**src/rtl/bdq_pkg.sv**
```systemverilog
// shared types and constants of the bounded deque
package bdq_pkg;

  // default sizing
  localparam int unsigned CapacityDef  = 16;
  localparam int unsigned DataWidthDef = 32;

  // fixed field widths of the transaction ports
  localparam int unsigned ValW = 32;
  localparam int unsigned OccW = 5;

  // requested operation
  typedef enum logic [1:0] {
    ACT_PUSH_FRONT = 2'd0,
    ACT_PUSH_BACK  = 2'd1,
    ACT_POP_FRONT  = 2'd2,
    ACT_POP_BACK   = 2'd3
  } action_e;

  // completion code of one transaction
  typedef enum logic [1:0] {
    ST_DONE  = 2'd0,
    ST_EMPTY = 2'd1,
    ST_FULL  = 2'd2
  } status_e;

  // input transaction
  typedef struct packed {
    action_e           action;
    logic signed [ValW-1:0] push_value;
  } item_t;

  // result transaction
  typedef struct packed {
    status_e                status;
    logic signed [ValW-1:0] popped_value;
    logic [OccW-1:0]        occupancy;
  } result_t;

  // controller to datapath commands
  typedef struct packed {
    logic load;
    logic exec;
    logic refuse;
  } dp_cmd_t;

  // datapath to controller status
  typedef struct packed {
    logic is_pop;
    logic empty;
    logic full;
  } dp_stat_t;

endpackage

```
**src/rtl/bdq_datapath.sv**
```systemverilog
// ring buffer storage, front pointer and fill count of the deque
module bdq_datapath import bdq_pkg::*; #(
  parameter int unsigned CAPACITY   = CapacityDef,
  parameter int unsigned DATA_WIDTH = DataWidthDef
) (
  input  logic                   clk_i,
  input  logic                   rst_ni,
  input  item_t                  item_i,
  input  dp_cmd_t                cmd_i,
  output dp_stat_t               stat_o,
  output logic signed [ValW-1:0] popped_o,
  output logic [OccW-1:0]        occupancy_o
);

  localparam int unsigned AW = $clog2(CAPACITY);
  localparam int unsigned CW = $clog2(CAPACITY + 1);
  localparam int unsigned SW = CW + 1;
  localparam logic [AW-1:0] LastIdx = AW'(CAPACITY - 1);
  localparam logic [CW-1:0] FullCnt = CW'(CAPACITY);
  localparam logic [SW-1:0] CapS    = SW'(CAPACITY);

  item_t                 item_q;
  logic [AW-1:0]         front_q, front_d;
  logic [CW-1:0]         count_q, count_d;
  logic                  pop_q, pop_d;
  logic [DATA_WIDTH-1:0] rdata_q;
  logic [DATA_WIDTH-1:0] mem_q [CAPACITY];

  logic [AW-1:0]         front_dec, front_inc, back_idx, addr;
  logic [SW-1:0]         back_sum;
  logic signed [63:0]    push_wide, pop_wide;
  logic                  is_pop, is_front, do_op, wr_en, rd_en;

  // decode of the held transaction
  assign is_pop   = item_q.action[1];
  assign is_front = item_q.action inside {ACT_PUSH_FRONT, ACT_POP_FRONT};

  assign stat_o.is_pop = is_pop;
  assign stat_o.empty  = (count_q == '0);
  assign stat_o.full   = (count_q == FullCnt);

  // wrapped neighbors of the front pointer
  assign front_dec = (front_q == '0) ? LastIdx : front_q - AW'(1);
  assign front_inc = (front_q == LastIdx) ? '0 : front_q + AW'(1);

  // slot past the back on push, last slot on pop; sum stays below twice the capacity unless a pop meets an empty deque
  always_comb begin
    back_sum = SW'(front_q) + SW'(count_q) - (is_pop ? SW'(1) : SW'(0));
    if (back_sum >= CapS) begin
      back_sum = back_sum - CapS;
    end
    back_idx = back_sum[AW-1:0];
  end

  // memory address and enables
  assign do_op = cmd_i.exec && !cmd_i.refuse;
  assign wr_en = do_op && !is_pop;
  assign rd_en = do_op && is_pop;

  always_comb begin
    case (item_q.action)
      ACT_PUSH_FRONT: addr = front_dec;
      ACT_POP_FRONT:  addr = front_q;
      default:        addr = back_idx;
    endcase
  end

  // pointer and count updates
  always_comb begin
    front_d = front_q;
    count_d = count_q;
    pop_d   = pop_q;
    if (cmd_i.exec) begin
      pop_d = rd_en;
    end
    if (do_op) begin
      if (is_pop) begin
        count_d = count_q - CW'(1);
        if (is_front) begin
          front_d = front_inc;
        end
      end else begin
        count_d = count_q + CW'(1);
        if (is_front) begin
          front_d = front_dec;
        end
      end
    end
  end

  always_ff @(posedge clk_i or negedge rst_ni) begin
    if (!rst_ni) begin
      front_q <= '0;
      count_q <= '0;
      pop_q   <= 1'b0;
    end else begin
      front_q <= front_d;
      count_q <= count_d;
      pop_q   <= pop_d;
    end
  end

  // transaction holding register
  always_ff @(posedge clk_i) begin
    if (cmd_i.load) begin
      item_q <= item_i;
    end
  end

  // entry storage, one access per cycle, registered read
  assign push_wide = 64'(item_q.push_value);

  always_ff @(posedge clk_i) begin
    if (wr_en) begin
      mem_q[addr] <= push_wide[DATA_WIDTH-1:0];
    end
    if (rd_en) begin
      rdata_q <= mem_q[addr];
    end
  end

  // result fields
  assign pop_wide    = 64'($signed(rdata_q));
  assign popped_o    = pop_q ? pop_wide[ValW-1:0] : '0;
  assign occupancy_o = OccW'(count_q);

  // checks
  a_count_bound: assert property (@(posedge clk_i) disable iff (!rst_ni)
    count_q <= FullCnt)
    else $error("fill count above capacity");

  a_front_bound: assert property (@(posedge clk_i) disable iff (!rst_ni)
    front_q <= LastIdx)
    else $error("front pointer out of range");

  a_count_hold: assert property (@(posedge clk_i) disable iff (!rst_ni)
    !cmd_i.exec |=> $stable(count_q) && $stable(front_q))
    else $error("pointers moved without an executed transaction");

endmodule

```
**src/rtl/bdq_ctrl.sv**
```systemverilog
// sequencing of one transaction and result strobe of the deque
module bdq_ctrl import bdq_pkg::*; (
  input  logic     clk_i,
  input  logic     rst_ni,
  input  logic     start,
  output logic     busy,
  input  dp_stat_t stat_i,
  output dp_cmd_t  cmd_o,
  output logic     done_o,
  output status_e  status_o
);

  typedef enum logic [1:0] {
    S_IDLE,
    S_EXEC,
    S_RESP
  } state_e;

  state_e  state_q;
  logic    done_q;
  status_e status_q;
  logic    refuse;

  // a pop into an empty deque or a push into a full one is refused
  assign refuse = stat_i.is_pop ? stat_i.empty : stat_i.full;

  assign busy         = (state_q == S_EXEC);
  assign cmd_o.load   = start && !busy;
  assign cmd_o.exec   = (state_q == S_EXEC);
  assign cmd_o.refuse = refuse;
  assign done_o       = done_q;
  assign status_o     = status_q;

  // state and registered result strobe
  always_ff @(posedge clk_i or negedge rst_ni) begin
    if (!rst_ni) begin
      state_q  <= S_IDLE;
      done_q   <= 1'b0;
      status_q <= ST_DONE;
    end else begin
      done_q <= 1'b0;
      case (state_q)
        S_IDLE: begin
          if (start) begin
            state_q <= S_EXEC;
          end
        end
        S_EXEC: begin
          done_q  <= 1'b1;
          state_q <= S_RESP;
          if (!refuse) begin
            status_q <= ST_DONE;
          end else if (stat_i.is_pop) begin
            status_q <= ST_EMPTY;
          end else begin
            status_q <= ST_FULL;
          end
        end
        S_RESP: begin
          state_q <= start ? S_EXEC : S_IDLE;
        end
        default: begin
          state_q <= S_IDLE;
        end
      endcase
    end
  end

  // checks
  a_done_in_resp: assert property (@(posedge clk_i) disable iff (!rst_ni)
    done_q |-> state_q == S_RESP)
    else $error("result strobe outside response state");

  a_exec_then_resp: assert property (@(posedge clk_i) disable iff (!rst_ni)
    state_q == S_EXEC |=> state_q == S_RESP && done_q)
    else $error("executed transaction gave no result");

  a_full_on_push: assert property (@(posedge clk_i) disable iff (!rst_ni)
    state_q == S_EXEC && !stat_i.is_pop |=> status_q != ST_EMPTY)
    else $error("empty status reported for a push");

endmodule

```
**src/rtl/bounded_deque.sv**
```systemverilog
// Bounded double-ended queue of signed values kept in a ring buffer.
// A transaction is taken when start is high and busy is low. Each transaction
// passes through the execution state, with busy high, during which the entry
// memory is written or read at the computed slot, the fill count moves and,
// for front operations, the front pointer; the result follows in the next cycle
// on result_o with done_o high for that single cycle, and the popped value comes
// straight from the memory's registered read port. A new transaction may be
// started during the result cycle, but not while busy is high in execution.
// The receiver cannot stall: done_o is a one-cycle strobe and must be taken.
// A pop from an empty deque reports empty status, a push into a full deque
// reports full status and drops the value; neither changes the contents.
// No clearing pass runs after reset: the deque is usable at once.
module bounded_deque import bdq_pkg::*; #(
  parameter int unsigned CAPACITY   = CapacityDef,
  parameter int unsigned DATA_WIDTH = DataWidthDef
) (
  input  logic    clk_i,
  input  logic    rst_ni,
  input  logic    start,
  output logic    busy,
  input  item_t   item_i,
  output logic    done_o,
  output result_t result_o
);

  dp_cmd_t  cmd;
  dp_stat_t stat;
  status_e  status;

  // sequencing
  bdq_ctrl u_ctrl (
    .clk_i    (clk_i),
    .rst_ni   (rst_ni),
    .start    (start),
    .busy     (busy),
    .stat_i   (stat),
    .cmd_o    (cmd),
    .done_o   (done_o),
    .status_o (status)
  );

  // storage and pointers
  bdq_datapath #(
    .CAPACITY   (CAPACITY),
    .DATA_WIDTH (DATA_WIDTH)
  ) u_datapath (
    .clk_i       (clk_i),
    .rst_ni      (rst_ni),
    .item_i      (item_i),
    .cmd_i       (cmd),
    .stat_o      (stat),
    .popped_o    (result_o.popped_value),
    .occupancy_o (result_o.occupancy)
  );

  assign result_o.status = status;

endmodule
```
**config.mk**
```make
export PLATFORM = sky130hd
export DESIGN_NAME = bounded_deque
export DESIGN_NICKNAME = d
export VERILOG_FILES = /design/src/rtl/bdq_pkg.sv /design/src/rtl/bdq_datapath.sv /design/src/rtl/bdq_ctrl.sv /design/src/rtl/bounded_deque.sv
export SDC_FILE = /design/constraint.sdc
export NUM_CORES = 1
export LEC_CHECK = 0
export BUFFER_PORTS_ARGS = -buffer_cell sky130_fd_sc_hd__buf_4
export CAP_MARGIN = 30
export CORE_UTILIZATION = 45
export DETAILED_ROUTE_END_ITERATION = 10
export PLACE_DENSITY = 0.68
export SETUP_SLACK_MARGIN = 0.02
export SLEW_MARGIN = 20
export SYNTH_ARGS = -nofsm -noshare
export SYNTH_HDL_FRONTEND = slang
export SYNTH_SLANG_ARGS = --single-unit
```
**constraint.sdc**
```tcl
create_clock -name clk_i -period 4.85 [get_ports clk_i]
set_clock_uncertainty 0.05 [all_clocks]
set_input_delay 0.485 -clock clk_i [delete_from_list [all_inputs] [get_ports clk_i]]
set_output_delay 0.485 -clock clk_i [all_outputs]
set_load 0.005 [all_outputs]
```
# == Word-level counts from Yosys, hierarchy flattened ==
# Memories as Yosys holds them, arrays and structs flattened. A register that Yosys moved wholly into a read port is not among the register bits.
# Cells that the tools add are included.
# classes
magnitude_cmp,1
eq_ne,6
mux,19
reduce_logical,13
addsub,7
# ops
operator,n
32-bit 2-to-1 mux,1
4-bit 2-to-1 mux,6
4-bit one-hot mux with 2 select lines,1
"4-bit by 1-bit subtractor with 4-bit output, second input constant",2
4-bit by 5-bit adder with 6-bit output,1
"6-bit by 5-bit greater-or-equal comparator with 1-bit output, second input constant",1
1-bit 2-to-1 mux,6
2-bit 2-to-1 mux,3
2-bit one-hot mux with 3 select lines,1
6-bit by 1-bit subtractor with 6-bit output,1
"5-bit by 1-bit adder with 5-bit output, second input constant",1
"5-bit equality test, second input constant",1
5-bit logical NOT,1
5-bit 2-to-1 mux,1
"5-bit by 1-bit subtractor with 5-bit output, second input constant",1
"4-bit by 1-bit adder with 4-bit output, second input constant",1
"2-bit equality test, second input constant",2
"4-bit equality test, second input constant",1
1-bit logical AND,4
2-bit logical NOT,2
4-bit logical NOT,1
1-bit logical NOT,3
"2-bit by 1-bit equality test with 1-bit output, second input constant",1
"2-bit inequality test, second input constant",1
other kinds (2),2
# totals
out_inout_bits,41
inputBits,37
reg_bits,49
ramBits,512
memories,1
wordCells,55
# mem_list
name,words,width,read_ports,rd_ports_with_merged_regs,wr,line_no,rtl
u_datapath.mem_q,16,32,1,1,1,bdq_datapath.sv:27,logic [DATA_WIDTH-1:0] mem_q [CAPACITY];

# == Longest topological paths before layout ==
# depth
word_depth,7
mapped_depth,14
depth_no_buf,11

# == Hierarchy ==
# A second synthesis with hierarchy kept.
# hier_totals
hier_cells,1463
area_unflattened_um2,23353.6
# by_module_without_submodules
mod,instances,seq_area_each_um2,cells_per_inst,area_per_inst_um2
bdq_datapath,1,17606.9,1446,23133.4
bdq_ctrl,1,125.1,17,220.2

# == Worst setup path before layout ==
# No wires, ideal clock.
# synth_path
path_kind,flip-flop to flip-flop
startpoint,register u_datapath.item_q (netlist bit u_datapath.stat_o[2])
endpoint,memory u_datapath.mem_q[10][0] (netlist bit) (enable)
path_buffers,2
setup_time_ns,0.421
slack_ns,0.270
required_time_ns,4.379
stages_incl_launch_ff,12
period_less_slack_ns,4.580
arrival_ns,4.109
cell_sequence,edfxtp_1 -> ha_1 -> inv_1 -> ha_1 -> fa_1 -> xor2_1 -> and2_1 -> a21oi_1 -> clkbuf_1 -> clkbuf_1 -> nand2_1 -> nor2_1
# synth_via
elab_chain_len,6
word_cells_on_any_way,15
classes_between,2 x add/sub; 1 x order compare; 1 x eq/ne; 6 x mux; 5 x reduce/logical
# synth_lines
element,line_no,rtl
"start, declared",bdq_datapath.sv:22,item_t item_q;
"start signal, assigned",bdq_datapath.sv:106,item_q <= item_i;
branches (longest 6 deep; another with 6-bit by 1-bit subtractor with 6-bit output),n/a,
"end, declared",bdq_datapath.sv:27,
# Several ways; the timed one is not identified.

# == Worst setup path in the final report ==
# layout_path
startpoint,register u_datapath.count_q[0] (netlist: u_datapath.occupancy_o[0])
endpoint,"register u_datapath.rdata_q[3], read port of u_datapath.mem_q (data pin)"
# layout_via
elab_chain_len,5
word_cells_on_any_way,12
classes_between,3 x add/sub; 1 x order compare; 1 x eq/ne; 3 x mux; 4 x reduce/logical
# layout_lines
element,line_no,rtl
"start, declared",bdq_datapath.sv:24,"logic [CW-1:0] count_q, count_d;"
"start signal, assigned",bdq_datapath.sv:98,count_q <= count_d;
4-bit by 5-bit adder with 6-bit output (tied with other cells),bdq_datapath.sv:48,back_sum = SW'(front_q) + SW'(count_q) - (is_pop ? SW'(1) : SW'(0));
6-bit by 1-bit subtractor with 6-bit output / 1-bit 2-to-1 mux (equally long branches),"bdq_datapath.sv:48, bdq_ctrl.sv:25",
6-bit by 5-bit greater-or-equal comparator with 1-bit output (tied with other cells),bdq_datapath.sv:49,if (back_sum >= CapS) begin
4-bit 2-to-1 mux / 1-bit logical AND (equally long branches),"bdq_datapath.sv:49, bdq_datapath.sv:56",
4-bit one-hot mux with 2 select lines / 1-bit logical AND (equally long branches),"bdq_datapath.sv:61, bdq_datapath.sv:58",
"end, declared",bdq_datapath.sv:26,logic [DATA_WIDTH-1:0] rdata_q;
# Several ways; a longest one is shown, not always the timed one.
# A chain may end at the register's enable or synchronous reset.

==> reports/metrics.cfg <==
[synth]
ys_ff_latch = 593
syn_area_um2 = 23600
yosys_warnings = 0
syn-num-nets = 1383
synth_cell_types = 50
synth_edf_count = 578
synth.avg_cell_area_um2 = 17.7
synth_ff_type = edfxtp_1
seq_area_frac_synth_pct = 75.2
synthCells = 1333
synthArstFlopShare_pct = 2.53

[clock_network]
cts_setup_buffers = 0
clk_transition_reported_paths_ps = 60
hold_buffers = 35
clockBufferDepth = 3
cts_sinks = 593
cts_resized = 0
cts_buffers = 60
clkLatencyLatePin_ps = 610
htree_levels = 2
cts_tree = yes
root_buffer = clkbuf_16

[placement]
dpl.hpwl_um = 28800
post-place-ws_ps = 929
port_buffers = 77
gp_congestion = 0.775
placed_area_um2 = 25300

[setup_path]
startpoint_type = flop
crit_path_end_kind = flop
r2r-end = u_datapath.rdata_q[3]
crit_type = flop to flop
ff2ff_path_depth = 13
slowest_stage = fa_1
critPathMaxStageDelay_ps = 540
worstPathRequired_ps = 5140
cp_max_fo = 58
rr_startpoint = u_datapath.occupancy_o[0]
crit_arrival_ps = 4150
r2r_slack_ps = 990
cp_cell_sequence = inv_1 > ha_1 > inv_1 > ha_1 > fa_1 > nand2_1 > o31ai_4 > buf_12 > buf_12 > mux2i_1 > nor3_1 > nor4_1 > nand3_1

[global_route]
grt_max_degree = 88
grt_pass1_wl_um = 78200
grt_antenna_before_repair = 1
grt_remaining_overflow = 0
grt_use_total_pct = 19.6
grt_pass1_vias = 12581

[hold_path]
worstHoldPathType = primary input to flop
hold_path_end = u_ctrl.state_q[0]
hold_start = start
holdPathStages = 2

[sta]
rsz0062_at_grt = no
post-route-period-util_pct = 79.6
relSlewSlack_pct = 44.7
tns_ps = 0
finalMaxSlewViolations = 0
worstMarginPinSlew_ps = 830
finalSetupViolCount = 0
max_freq_mhz = 259
whs_ps = 74.6
finalHoldViolations = 0
layout_setup_ws_ps = 989
min_period_ps = 3860

[finish]
seq_area_um2 = 17700
fin_util_pct = 53.6
syn2layout_area_growth_pct = 17.0
drive_gt1_share_pct = 20.9
multi_input_area_um2 = 5500
num_antenna_cells = 0
fin_area_um2 = 27600
final_nets = 1519
nFillCells = 4076

[run_status]
outcome = completed

[power_and_ir_drop]
leakage_nw = 9.26
ir_worst_vdd_uv = 924
p_per_area_nw_per_um2 = 656

[detailed_routing]
routed_wl_um = 51600
postRouteAntennaNets = 0
vias_per_cell = 5.67
num_vias = 12475
wire_per_inst_um = 23.5
detailedRoute.firstIterationViolations = 1027
drcViolationCount = 0
drtPass1Iterations = 5

[floorplanning]
die_area_um2 = 53300
start_util_pct = 45.8
coreArea_um2 = 51500
die_h_um = 231
num_rows = 83
die_width_um = 231
ioPinCount = 78

[run]
cap_viol_max_count = 0

critical path, delay by kind of cell (launching register included):
kind | cells | cell delay (ps)
adder cells (fa/ha/maj) | 3 | 1040
buffers and inverters | 4 | 910
multiplexers | 1 | 240
AO/OA/AOI/OAI | 1 | 160
flip-flops | 1 | 400
AND/OR/NAND/NOR | 4 | 730
worst max-delay path by stage:
stage / start / end / slack, ps / cells after the start
floorplan: u_datapath.stat_o[2] / u_datapath.mem_q[10][0] / 270 / 11
finish: u_datapath.occupancy_o[0] / u_datapath.rdata_q[3] / 990 / 13
global placement: u_datapath.occupancy_o[0] / u_datapath.rdata_q[3] / 940 / 13
detailed placement: u_datapath.occupancy_o[0] / u_datapath.rdata_q[3] / 930 / 13
global route: u_datapath.occupancy_o[0] / u_datapath.rdata_q[3] / 750 / 13
CTS: u_datapath.occupancy_o[0] / u_datapath.rdata_q[3] / 920 / 13
where the power goes:
part	switching [mW]	internal [mW]	leakage, nW
combinational	4.23	2.85	2.88
clock	1.90	2.70	0.966
sequential	0.224	6.19	5.41
total	6.36	11.7	9.26
stage by stage:
step	power, mW	cells
after floorplan	11.7	1333
after global placement	13.5	2052
after detailed placement	13.6	2052
after CTS	18.2	2199
after global routing	19.0	2199
final	18.1	2199
registers in the layout (all words and copies together) (netlist names):
register,cells
u_datapath.pop_q,1
u_datapath.item_q,33
u_datapath.stat_o,1
u_ctrl.state_q,2
u_datapath.rdata_q,32
u_datapath.front_q,4
u_datapath.mem_q,512
u_ctrl.done_o,1
u_ctrl.status_o,2
u_datapath.occupancy_o,5
kinds of logic after synthesis:
group / count (synthesis) / synth area share [%]
DFF: 593 / 75.2
and+or+nand+nor: 329 / 7.41
muxes: 222 / 11.6
buffers and inverters: 97 / 2.21
AOI/OAI and AO/OA: 67 / 2.25
adders and majority gates: 13 / 0.754
xor gates and xnor gates: 12 / 0.510
synth_stat cells (all sizes together), types with 19 or more instances:
cell / n / area share, %
edfxtp: 578 / 74
mux2i: 124 / 5.3
and2: 35 / 0.93
a22oi: 32 / 1.1
nor4: 97 / 2.6
nor2: 26 / 0.41
nor3: 62 / 1.3
mux2: 66 / 3.3
mux4: 32 / 3.1
clkbuf: 19 / 0.31
nand2: 55 / 0.88
buf: 62 / 1.6
nand3: 34 / 0.72
placed cells by master (no fill, tap or decap), types with 2 or more instances in the layout:
cell	instances
dfrtp_1	15
nor4_1	97
a22oi_1	31
or2_2	2
mux4_2	32
nor2_4	19
nor2_1	7
mux2_1	21
xnor2_1	8
ha_1	11
fa_1	2
clkinvlp_4	3
buf_12	17
and2_1	34
o21ai_0	8
clkbuf_16	62
inv_1	16
nor3_1	62
clkinv_2	13
a21oi_1	8
and3_1	4
mux2_4	10
nand3_1	34
nor2b_1	5
a21o_1	3
xor2_1	3
nand2_1	55
dlygate4sd3_1	35
clkbuf_1	11
nand2b_1	4
bufinv_16	7
clkinv_1	12
mux2_2	35
edfxtp_1	578
mux2i_1	124
buf_4	103
clkinv_4	2
nand4_1	2
a211o_1	3
cell type report:
cell class,instances,share of cell area [%]
clock buffer,73,5.77
clock inverter,39,1.40
sequential,593,64.3
timing repair buffer,155,5.31
multi-input combinational,643,19.9
tap,680,3.08
inverter,16,0.218
per-layer routing:
metal | global-route usage (%) | vias up | wire length (um)
li1 | - | 5586 | -
met4 | 7.12 | 0 | 1510
met1 | 26.6 | 6403 | 22000
met3 | 3.22 | 84 | 2950
met2 | 32.1 | 402 | 25200
met5 | 0 | - | 0
(Power assumes the default switching activity.)
